===== config.mk =====
export PLATFORM = sky130hd
export DESIGN_NAME = ordered_peer_table
export DESIGN_NICKNAME = d
export VERILOG_FILES = /design/src/sv/opt_pkg.sv /design/src/sv/opt_ram.sv /design/src/sv/opt_front.sv /design/src/sv/opt_back.sv /design/src/sv/ordered_peer_table.sv
export SDC_FILE = /design/constraint.sdc
export NUM_CORES = 1
export LEC_CHECK = 0
export BUFFER_PORTS_ARGS = -buffer_cell sky130_fd_sc_hd__buf_2
export CAP_MARGIN = 40
export CORE_MARGIN = 10
export CORE_UTILIZATION = 35
export CTS_CLUSTER_DIAMETER = 60
export DETAILED_ROUTE_END_ITERATION = 12
export HOLD_SLACK_MARGIN = 0.12
export PLACE_DENSITY = 0.5
export SLEW_MARGIN = 15
export SYNTH_ARGS = -nofsm -noshare
export SYNTH_HDL_FRONTEND = slang
export SYNTH_SLANG_ARGS = --single-unit

===== constraint.sdc =====
create_clock -name i_clk -period 8.15 [get_ports i_clk]
set_input_delay 0 -clock i_clk [delete_from_list [all_inputs] [get_ports i_clk]]
set_output_delay 0 -clock i_clk [all_outputs]
set_load 0.05 [all_outputs]

===== src/sv/opt_pkg.sv =====
// Shared types, codes and constants for the ordered peer table.
package opt_pkg;

    localparam int MAX_PEERS_DEF = 16;
    localparam int ADDR_W        = 32;
    localparam int KIND_W        = 2;
    localparam int STATUS_W      = 3;
    localparam int MTYPE_W       = 8;
    localparam int OUT_TDATA_W   = 48;
    localparam int Q_DEPTH       = 2;

    localparam logic [MTYPE_W-1:0] MSG_TYPE_LIST = 8'd2;

    // result kinds
    localparam logic [1:0] RK_STATUS = 2'd0;
    localparam logic [1:0] RK_HEADER = 2'd1;
    localparam logic [1:0] RK_ENTRY  = 2'd2;

    // status codes
    localparam logic [STATUS_W-1:0] ST_ADDED     = 3'd0;
    localparam logic [STATUS_W-1:0] ST_FULL      = 3'd1;
    localparam logic [STATUS_W-1:0] ST_REMOVED   = 3'd2;
    localparam logic [STATUS_W-1:0] ST_NOT_FOUND = 3'd3;
    localparam logic [STATUS_W-1:0] ST_CONN      = 3'd4;
    localparam logic [STATUS_W-1:0] ST_NOT_CONN  = 3'd5;
    localparam logic [STATUS_W-1:0] ST_NONE      = 3'd0;

    typedef enum logic [1:0] {
        OP_ADD    = 2'd0,
        OP_REMOVE = 2'd1,
        OP_QUERY  = 2'd2,
        OP_DUMP   = 2'd3
    } t_op;

    typedef struct packed {
        t_op               op;
        logic [ADDR_W-1:0] addr;
    } t_cmd;

    typedef enum logic [2:0] {
        S_IDLE,
        S_SCAN,
        S_SHIFT,
        S_REPLY,
        S_HDR,
        S_ENT
    } t_state;

endpackage


===== src/sv/opt_ram.sv =====
// Generic simple dual-port RAM with registered read.
module opt_ram #(
    parameter int WIDTH = 32,
    parameter int DEPTH = 16,
    localparam int AW = (DEPTH > 1) ? $clog2(DEPTH) : 1
) (
    input  logic                 i_clk,
    input  logic                 i_wr_en,
    input  logic [AW-1:0]        i_wr_addr,
    input  logic [WIDTH-1:0]     i_wr_data,
    input  logic                 i_rd_en,
    input  logic [AW-1:0]        i_rd_addr,
    output logic [WIDTH-1:0]     o_rd_data
);
    logic [WIDTH-1:0] r_mem [DEPTH];
    logic [WIDTH-1:0] r_rd_data;

    always_ff @(posedge i_clk) begin
        if (i_wr_en) begin
            r_mem[i_wr_addr] <= i_wr_data;
        end
        if (i_rd_en) begin
            r_rd_data <= r_mem[i_rd_addr];
        end
    end

    assign o_rd_data = r_rd_data;

endmodule


===== src/sv/opt_front.sv =====
// Front end: accepts input transfers, decodes the operation and queues commands.
module opt_front
    import opt_pkg::*;
(
    input  logic              i_clk,
    input  logic              i_rst_n,
    input  logic              i_s_axis_tvalid,
    output logic              o_s_axis_tready,
    input  logic [ADDR_W-1:0] i_s_axis_tdata,
    input  logic [KIND_W-1:0] i_s_axis_tuser,
    output logic              o_cmd_valid,
    output t_cmd              o_cmd,
    input  logic              i_cmd_pop
);
    t_cmd       r_q [Q_DEPTH];
    logic       r_wptr, n_wptr;
    logic       r_rptr, n_rptr;
    logic [1:0] r_fill, n_fill;
    logic       push;
    t_cmd       cmd_in;

    always_comb begin
        cmd_in.addr = i_s_axis_tdata;
        case (i_s_axis_tuser)
            OP_ADD:    cmd_in.op = OP_ADD;
            OP_REMOVE: cmd_in.op = OP_REMOVE;
            OP_QUERY:  cmd_in.op = OP_QUERY;
            default:   cmd_in.op = OP_DUMP;
        endcase
    end

    assign o_s_axis_tready = (r_fill != 2'(Q_DEPTH));
    assign push            = i_s_axis_tvalid && o_s_axis_tready;
    assign o_cmd_valid     = (r_fill != 2'd0);
    assign o_cmd           = r_q[r_rptr];

    always_comb begin
        n_wptr = push ? ~r_wptr : r_wptr;
        n_rptr = i_cmd_pop ? ~r_rptr : r_rptr;
        n_fill = r_fill + 2'(push) - 2'(i_cmd_pop);
    end

    always_ff @(posedge i_clk) begin
        if (!i_rst_n) begin
            r_wptr <= 1'b0;
            r_rptr <= 1'b0;
            r_fill <= 2'd0;
        end else begin
            r_wptr <= n_wptr;
            r_rptr <= n_rptr;
            r_fill <= n_fill;
        end
        if (push) begin
            r_q[r_wptr] <= cmd_in;
        end
    end

endmodule


===== src/sv/opt_back.sv =====
// Back end: sequencer that runs each command against the table and drives results.
module opt_back
    import opt_pkg::*;
#(
    parameter int MAX_PEERS = MAX_PEERS_DEF
) (
    input  logic                   i_clk,
    input  logic                   i_rst_n,
    input  logic                   i_cmd_valid,
    input  t_cmd                   i_cmd,
    output logic                   o_cmd_pop,
    output logic                   o_m_axis_tvalid,
    input  logic                   i_m_axis_tready,
    output logic [OUT_TDATA_W-1:0] o_m_axis_tdata,
    output logic [1:0]             o_m_axis_tuser,
    output logic                   o_m_axis_tlast
);
    localparam int IDX_W = (MAX_PEERS > 1) ? $clog2(MAX_PEERS) : 1;
    localparam int CNT_W = $clog2(MAX_PEERS + 1);

    t_state            r_state, n_state;
    t_op               r_op, n_op;
    logic [ADDR_W-1:0] r_addr, n_addr;
    logic [CNT_W-1:0]  r_count, n_count;
    logic [IDX_W-1:0]  r_cidx, n_cidx;
    logic [IDX_W-1:0]  r_widx, n_widx;
    logic              r_dv, n_dv;
    logic [STATUS_W-1:0] r_status, n_status;

    logic                   r_out_valid, n_out_valid;
    logic [OUT_TDATA_W-1:0] r_out_data;
    logic [1:0]             r_out_kind;
    logic                   r_out_last;

    logic              wr_en, rd_en;
    logic [IDX_W-1:0]  wr_addr, rd_addr;
    logic [ADDR_W-1:0] wr_data, rd_data;

    logic                emit;
    logic [1:0]          e_kind;
    logic [STATUS_W-1:0] e_status;
    logic [MTYPE_W-1:0]  e_mtype;
    logic [ADDR_W-1:0]   e_word;
    logic                e_last;

    logic             out_free;
    logic             full;
    logic [CNT_W-1:0] last_idx;
    logic             match;
    logic             scan_end;
    logic             shift_done;
    logic             ent_last;

    assign out_free   = !r_out_valid || i_m_axis_tready;
    assign full       = (r_count == CNT_W'(MAX_PEERS));
    assign last_idx   = r_count - 1'b1;
    assign match      = r_dv && (rd_data == r_addr);
    assign scan_end   = r_dv && (CNT_W'(r_cidx) == last_idx);
    assign shift_done = r_dv ? ((CNT_W'(r_widx) + 1'b1) == last_idx)
                             : (CNT_W'(r_widx) == last_idx);
    assign ent_last   = (CNT_W'(r_cidx) == last_idx);

    opt_ram #(
        .WIDTH (ADDR_W),
        .DEPTH (MAX_PEERS)
    ) u_ram (
        .i_clk     (i_clk),
        .i_wr_en   (wr_en),
        .i_wr_addr (wr_addr),
        .i_wr_data (wr_data),
        .i_rd_en   (rd_en),
        .i_rd_addr (rd_addr),
        .o_rd_data (rd_data)
    );

    // next state
    always_comb begin
        n_state = r_state;
        case (r_state)
            S_IDLE: begin
                if (i_cmd_valid) begin
                    case (i_cmd.op)
                        OP_ADD:    n_state = S_REPLY;
                        OP_DUMP:   n_state = S_HDR;
                        default:   n_state = (r_count == '0) ? S_REPLY : S_SCAN;
                    endcase
                end
            end
            S_SCAN: begin
                if (match) begin
                    n_state = (r_op == OP_REMOVE) ? S_SHIFT : S_REPLY;
                end else if (scan_end) begin
                    n_state = S_REPLY;
                end
            end
            S_SHIFT: begin
                if (shift_done) begin
                    n_state = S_REPLY;
                end
            end
            S_REPLY: begin
                if (out_free) begin
                    n_state = S_IDLE;
                end
            end
            S_HDR: begin
                if (out_free) begin
                    n_state = (r_count == '0) ? S_IDLE : S_ENT;
                end
            end
            S_ENT: begin
                if (out_free && ent_last) begin
                    n_state = S_IDLE;
                end
            end
            default: n_state = S_IDLE;
        endcase
    end

    // datapath and outputs
    always_comb begin
        n_op     = r_op;
        n_addr   = r_addr;
        n_count  = r_count;
        n_cidx   = r_cidx;
        n_widx   = r_widx;
        n_dv     = r_dv;
        n_status = r_status;
        o_cmd_pop = 1'b0;
        wr_en    = 1'b0;
        wr_addr  = r_widx;
        wr_data  = rd_data;
        rd_en    = 1'b0;
        rd_addr  = '0;
        emit     = 1'b0;
        e_kind   = RK_STATUS;
        e_status = ST_NONE;
        e_mtype  = '0;
        e_word   = '0;
        e_last   = 1'b1;
        case (r_state)
            S_IDLE: begin
                if (i_cmd_valid) begin
                    o_cmd_pop = 1'b1;
                    n_op      = i_cmd.op;
                    n_addr    = i_cmd.addr;
                    n_dv      = 1'b0;
                    n_cidx    = '0;
                    case (i_cmd.op)
                        OP_ADD: begin
                            if (full) begin
                                n_status = ST_FULL;
                            end else begin
                                wr_en    = 1'b1;
                                wr_addr  = r_count[IDX_W-1:0];
                                wr_data  = i_cmd.addr;
                                n_count  = r_count + 1'b1;
                                n_status = ST_ADDED;
                            end
                        end
                        OP_REMOVE: n_status = ST_NOT_FOUND;
                        OP_QUERY:  n_status = ST_NOT_CONN;
                        default:   n_status = ST_NONE;
                    endcase
                end
            end
            S_SCAN: begin
                if (match) begin
                    if (r_op == OP_REMOVE) begin
                        n_widx = r_cidx;
                        n_dv   = 1'b0;
                    end else begin
                        n_status = ST_CONN;
                    end
                end else if (!scan_end) begin
                    // read one ahead of the compare
                    rd_en   = 1'b1;
                    rd_addr = r_dv ? IDX_W'(r_cidx + 1'b1) : '0;
                    n_cidx  = rd_addr;
                    n_dv    = 1'b1;
                end
            end
            S_SHIFT: begin
                // entry widx takes the one above it; read runs one ahead
                if (r_dv) begin
                    wr_en   = 1'b1;
                    wr_addr = r_widx;
                    wr_data = rd_data;
                end
                if (shift_done) begin
                    n_count  = r_count - 1'b1;
                    n_status = ST_REMOVED;
                end else begin
                    rd_en   = 1'b1;
                    rd_addr = r_dv ? IDX_W'(r_widx + 2'd2) : IDX_W'(r_widx + 1'b1);
                    n_widx  = r_dv ? IDX_W'(r_widx + 1'b1) : r_widx;
                    n_dv    = 1'b1;
                end
            end
            S_REPLY: begin
                if (out_free) begin
                    emit     = 1'b1;
                    e_status = r_status;
                end
            end
            S_HDR: begin
                if (out_free) begin
                    emit    = 1'b1;
                    e_kind  = RK_HEADER;
                    e_mtype = MSG_TYPE_LIST;
                    e_word  = ADDR_W'(r_count);
                    e_last  = (r_count == '0);
                    if (r_count != '0) begin
                        rd_en  = 1'b1;
                        rd_addr = '0;
                        n_cidx = '0;
                    end
                end
            end
            S_ENT: begin
                if (out_free) begin
                    emit   = 1'b1;
                    e_kind = RK_ENTRY;
                    e_word = rd_data;
                    e_last = ent_last;
                    if (!ent_last) begin
                        rd_en   = 1'b1;
                        rd_addr = IDX_W'(r_cidx + 1'b1);
                        n_cidx  = rd_addr;
                    end
                end
            end
            default: ;
        endcase
    end

    assign n_out_valid = emit ? 1'b1 : (i_m_axis_tready ? 1'b0 : r_out_valid);

    always_ff @(posedge i_clk) begin
        if (!i_rst_n) begin
            r_state     <= S_IDLE;
            r_count     <= '0;
            r_dv        <= 1'b0;
            r_out_valid <= 1'b0;
        end else begin
            r_state     <= n_state;
            r_count     <= n_count;
            r_dv        <= n_dv;
            r_out_valid <= n_out_valid;
        end
        r_op     <= n_op;
        r_addr   <= n_addr;
        r_cidx   <= n_cidx;
        r_widx   <= n_widx;
        r_status <= n_status;
        if (emit) begin
            r_out_data <= OUT_TDATA_W'({e_word, e_mtype, e_status});
            r_out_kind <= e_kind;
            r_out_last <= e_last;
        end
    end

    assign o_m_axis_tvalid = r_out_valid;
    assign o_m_axis_tdata  = r_out_data;
    assign o_m_axis_tuser  = r_out_kind;
    assign o_m_axis_tlast  = r_out_last;

endmodule


===== src/sv/ordered_peer_table.sv =====
// Ordered peer table: add, remove with compaction, query and dump of 32-bit addresses.
//
// Holds up to MAX_PEERS addresses in insertion order in a single simple dual-port
// RAM. Commands are taken into a two-entry queue, so up to two items are accepted
// while the sequencer is busy. An add writes at the tail without a scan; a query
// or remove on a non-empty table scans the held entries in order until it finds the
// address or passes the last one, and a remove that hits then shifts the tail down.
// A dump emits a header and then one result per cycle while the output is not
// stalled. Scans, shifts and dumps use the one RAM read port, one entry per cycle;
// replies and dump results also wait on output backpressure. No clearing pass is
// needed after reset.
module ordered_peer_table
    import opt_pkg::*;
#(
    parameter int MAX_PEERS = MAX_PEERS_DEF
) (
    input  logic                   i_clk,
    input  logic                   i_rst_n,
    input  logic                   i_s_axis_tvalid,
    output logic                   o_s_axis_tready,
    input  logic [ADDR_W-1:0]      i_s_axis_tdata,  // [31:0] peer_address
    input  logic [KIND_W-1:0]      i_s_axis_tuser,  // [1:0] kind
    output logic                   o_m_axis_tvalid,
    input  logic                   i_m_axis_tready,
    // [2:0] status, [10:3] message_type, [42:11] word, [47:43] zero
    output logic [OUT_TDATA_W-1:0] o_m_axis_tdata,
    output logic [1:0]             o_m_axis_tuser,  // [1:0] result_kind
    output logic                   o_m_axis_tlast   // last
);
    logic cmd_valid;
    t_cmd cmd;
    logic cmd_pop;

    opt_front u_front (
        .i_clk           (i_clk),
        .i_rst_n         (i_rst_n),
        .i_s_axis_tvalid (i_s_axis_tvalid),
        .o_s_axis_tready (o_s_axis_tready),
        .i_s_axis_tdata  (i_s_axis_tdata),
        .i_s_axis_tuser  (i_s_axis_tuser),
        .o_cmd_valid     (cmd_valid),
        .o_cmd           (cmd),
        .i_cmd_pop       (cmd_pop)
    );

    opt_back #(
        .MAX_PEERS (MAX_PEERS)
    ) u_back (
        .i_clk           (i_clk),
        .i_rst_n         (i_rst_n),
        .i_cmd_valid     (cmd_valid),
        .i_cmd           (cmd),
        .o_cmd_pop       (cmd_pop),
        .o_m_axis_tvalid (o_m_axis_tvalid),
        .i_m_axis_tready (i_m_axis_tready),
        .o_m_axis_tdata  (o_m_axis_tdata),
        .o_m_axis_tuser  (o_m_axis_tuser),
        .o_m_axis_tlast  (o_m_axis_tlast)
    );

endmodule


==> flow_metrics.env <==
export IMPL_cts_sinks=711
export IMPL_cts_htree_levels=3
export IMPL_pwr_share_clk=0.276
export IMPL_cp_depth=12
export IMPL_synth_seq_cells=711
export IMPL_grt_max_degree=67
export IMPL_drc=0
export IMPL_fmax_ghz=0.189
export IMPL_crit_fanout=17
export IMPL_startpoint="u_back.r_count[0]"
export IMPL_start_util=0.355
export IMPL_grt_pass1_vias=17231
export IMPL_dp_worst_setup_slack_ps=2920
export IMPL_clockBufferDepth=3
export IMPL_p_sw_mw=4.27
export IMPL_async_flop_share=0
export IMPL_slowest_delay_ps=720
export IMPL_yosysTopAreaCell="edfxtp_1"
export IMPL_p_seq_frac=0.429
export IMPL_cts_tree="yes"
export IMPL_period_share=0.649
export IMPL_dp_cells=2932
export IMPL_crit_path_cell_trace="inv_1 > ha_1 > xnor2_1 > xnor3_1 > o211ai_1 > o21ai_1 > a2bb2oi_1 > o21ai_4 > buf_4 > a21oi_1 > a2111oi_0 > or3b_1"
export IMPL_internal_power_mw=8.08
export IMPL_netlist_area_leader_share=0.716
export IMPL_detailed_place_area_mm2=0.0311
export IMPL_final_area_mm2=0.0341
export IMPL_maxCapViolations=0
export IMPL_r2r_end="u_back.u_ram.o_rd_data[4]"
export IMPL_drtAntennaViolNets=0
export IMPL_die_y_um=309
export IMPL_worst_slack_ps=2860
export IMPL_cts_buffers=77
export IMPL_outcome="completed"
export IMPL_p_sw_frac=0.346
export IMPL_pin_count=91
export IMPL_yosysSeqAreaShare=0.726
export IMPL_critPathRequiredTime_ps=8490
export IMPL_ir_drop_mv=0.170
export IMPL_layout_drive_gt1_share=0.173
export IMPL_wl_per_cell_um=27.4
export IMPL_hold_violations=0
export IMPL_criticalPathCategory="flop to flop"
export IMPL_cts_resized=0
export IMPL_cp_slowest_cell="o21ai_4"
export IMPL_synth_flop_cell="edfxtp_1"
export IMPL_grt_pass1_wl_um=124000
export IMPL_yosysWarnings=0
export IMPL_first_iter_violations=1564
export IMPL_synth_edff_count=696
export IMPL_synth_common_cells="696 x edfxtp_1, 130 x mux2i_1, 112 x a21oi_1, 110 x o21ai_0, 98 x o211ai_1"
export IMPL_antenna_found_initial=1
export IMPL_grtUsageTotal=0.176
export IMPL_synth_area_mm2=0.0292
export IMPL_cp_endpoint="u_back.u_ram.o_rd_data[4]"
export IMPL_p_leak_nw=10.8
export IMPL_rr_startpoint="u_back.r_count[0]"
export IMPL_rsz0062_at_grt="no"
export IMPL_postCtsSetupBuffers=0
export IMPL_pwr_share_comb=0.295
export IMPL_slew_headroom=0.408
export IMPL_worst_pin_slew_ps=888
export IMPL_critical_path_arrival_ps=5630
export IMPL_nNetsFinal=2055
export IMPL_portBuffers=78
export IMPL_gp_congestion=0.872
export IMPL_synth_most_common_cell="edfxtp_1"
export IMPL_syn_inst=1859
export IMPL_diodes=0
export IMPL_yosys_top_cells_area="edfxtp_1 72%, mux2i_1 4.5%, mux2_2 3.2%"
export IMPL_start_kind="flop"
export IMPL_fp_dieArea_mm2=0.0954
export IMPL_vias_per_cell=5.52
export IMPL_setup_viol=0
export IMPL_endpoint_kind="flop"
export IMPL_min_path_type="primary input to flop"
export IMPL_drv_slew=0
export IMPL_powerDensity_mw_per_mm2=362
export IMPL_syn_to_final_growth_pct=16.9
export IMPL_first_pass_iters=5
export IMPL_grt_overflow=0
export IMPL_path_buf_inv=2
export IMPL_dp_hpwl_um=51900
export IMPL_rr_worst_depth=12
export IMPL_final_setup_tns_ps=0
export IMPL_reg2reg_setup_slack_ps=2860
export IMPL_ctsRootBufferMaster="clkbuf_16"
export IMPL_totalWireLength_um=85800
export IMPL_synth_cell_types=64
export IMPL_layout_min_cycle_time_ps=5290
export IMPL_num_vias=17289
export IMPL_path_clk_slew_ps=60
export IMPL_die_w_um=309
export IMPL_synth_avg_cell_area_um2=15.7
export IMPL_instances_no_fill=3131
export IMPL_clk_latency_ps=620
export IMPL_placementRows=105
export IMPL_cp_top_family="compound AO/OA/AOI/OAI gates"
export IMPL_finalClockSkew_ps=19.7
export IMPL_core_area_mm2=0.0824
[final cells by class]
cell class	count	area, um2
clock buffers	102	2120
clock inverters	34	345
fillers	7415	48200
inverters	17	63.8
multi-input cells	1006	7640
flip-flops and latches	711	21200
well taps	1070	1340
repair buffers	191	1430
[cell usage in the layout (no fill, tap or decap), types with 4 or more instances in the layout]
master,netlist,routed
edfxtp_1,696,696
mux2i_1,130,130
a21oi_1,112,112
o21ai_0,110,110
o211ai_1,98,98
buf_2,24,83
mux2_2,82,82
clkbuf_16,0,81
o22ai_1,61,61
dlygate4sd3_1,0,60
buf_4,12,43
and2_1,41,41
nor2_1,56,36
xor2_1,35,35
nand2_1,32,32
a2111oi_0,32,32
or3b_1,29,29
xnor2_1,25,25
mux2_1,20,20
clkbuf_1,97,20
nor2_4,0,18
inv_1,16,16
nor3_1,17,16
clkinv_1,1,14
dfxtp_1,15,14
ha_1,13,13
conb_1,1,12
nand3_1,13,11
nand4_1,8,8
nor4_1,9,8
clkinv_2,0,8
bufinv_16,0,6
nand2b_1,6,5
a22oi_1,5,5
o21ai_4,0,4
[state kept, by name, summed over array words and instances, names as in the netlist, 2 cells and up, named ones only]
register / count
u_back.r_state: 3
u_back.r_count: 5
u_front.r_q: 68
u_back.r_addr: 32
u_back.u_ram.o_rd_data: 32
u_back.r_cidx: 4
u_back.o_m_axis_tuser: 2
u_back.u_ram.r_mem: 512
u_front.r_fill: 2
u_back.r_status: 3
u_back.r_op: 2
u_back.r_widx: 4
u_back.o_m_axis_tdata: 36
[cell families after synthesis]
family,after synthesis,synth area share
xor+xnor,63,0.0203
flops,711,0.726
mux,232,0.0839
buf+inv,153,0.0222
fa+ha+maj,13,0.00557
other cells,1,0.000128
compound gates,460,0.0990
simple gates,226,0.0429
[power by group through the flow]
| stage | clock [mW] | combinational (mW) | sequential, mW |
|---|---|---|---|
| 2_1_floorplan | 0 | 2.16 | 5.32 |
| 6_report | 3.41 | 3.64 | 5.30 |
| 4_1_cts | 3.49 | 3.64 | 5.30 |
| 5_1_grt | 3.63 | 3.88 | 5.34 |
| 3_3_place_gp | 0 | 3.53 | 5.38 |
| 3_5_place_dp | 0 | 3.61 | 5.37 |
[timing repair]
item / in CTS / in global routing
hold buffers: 60 / 0
endpoints found under the setup margin: 0 / 0
hold endpoints to repair: 106 / 0
[through the flow]
stage,power [mW],hold WS [ps],util
after floorplan,7.48,98.9,-
after global placement,8.91,188,0.376
after detailed placement,8.98,194,0.377
after CTS,12.4,123,0.414
after global routing,12.8,146,0.414
final,12.3,149,0.414
[worst min-delay path by stage]
stage	startpoint	to	slack, ps	cells after the start
6_report	i_s_axis_tdata[17]	u_front.r_q[1][17]	150	2
5_1_grt	i_s_axis_tdata[1]	u_front.r_q[1][1]	150	2
4_1_cts	i_s_axis_tuser[0]	u_front.r_q[0][32]	120	2
3_5_place_dp	i_s_axis_tdata[30]	u_front.r_q[1][30]	190	1
3_3_place_gp	i_s_axis_tdata[14]	u_front.r_q[0][14]	190	1
2_1_floorplan	i_s_axis_tdata[0]	u_front.r_q[0][0]	100	0
[per-layer routing]
metal	up-vias	wire, um	global-route usage
met5	-	0	0
met4	0	2200	0.0541
met3	110	5590	0.0249
met2	705	39600	0.281
met1	8888	38400	0.248
li1	7586	-	-
(Power assumes the default switching activity.)
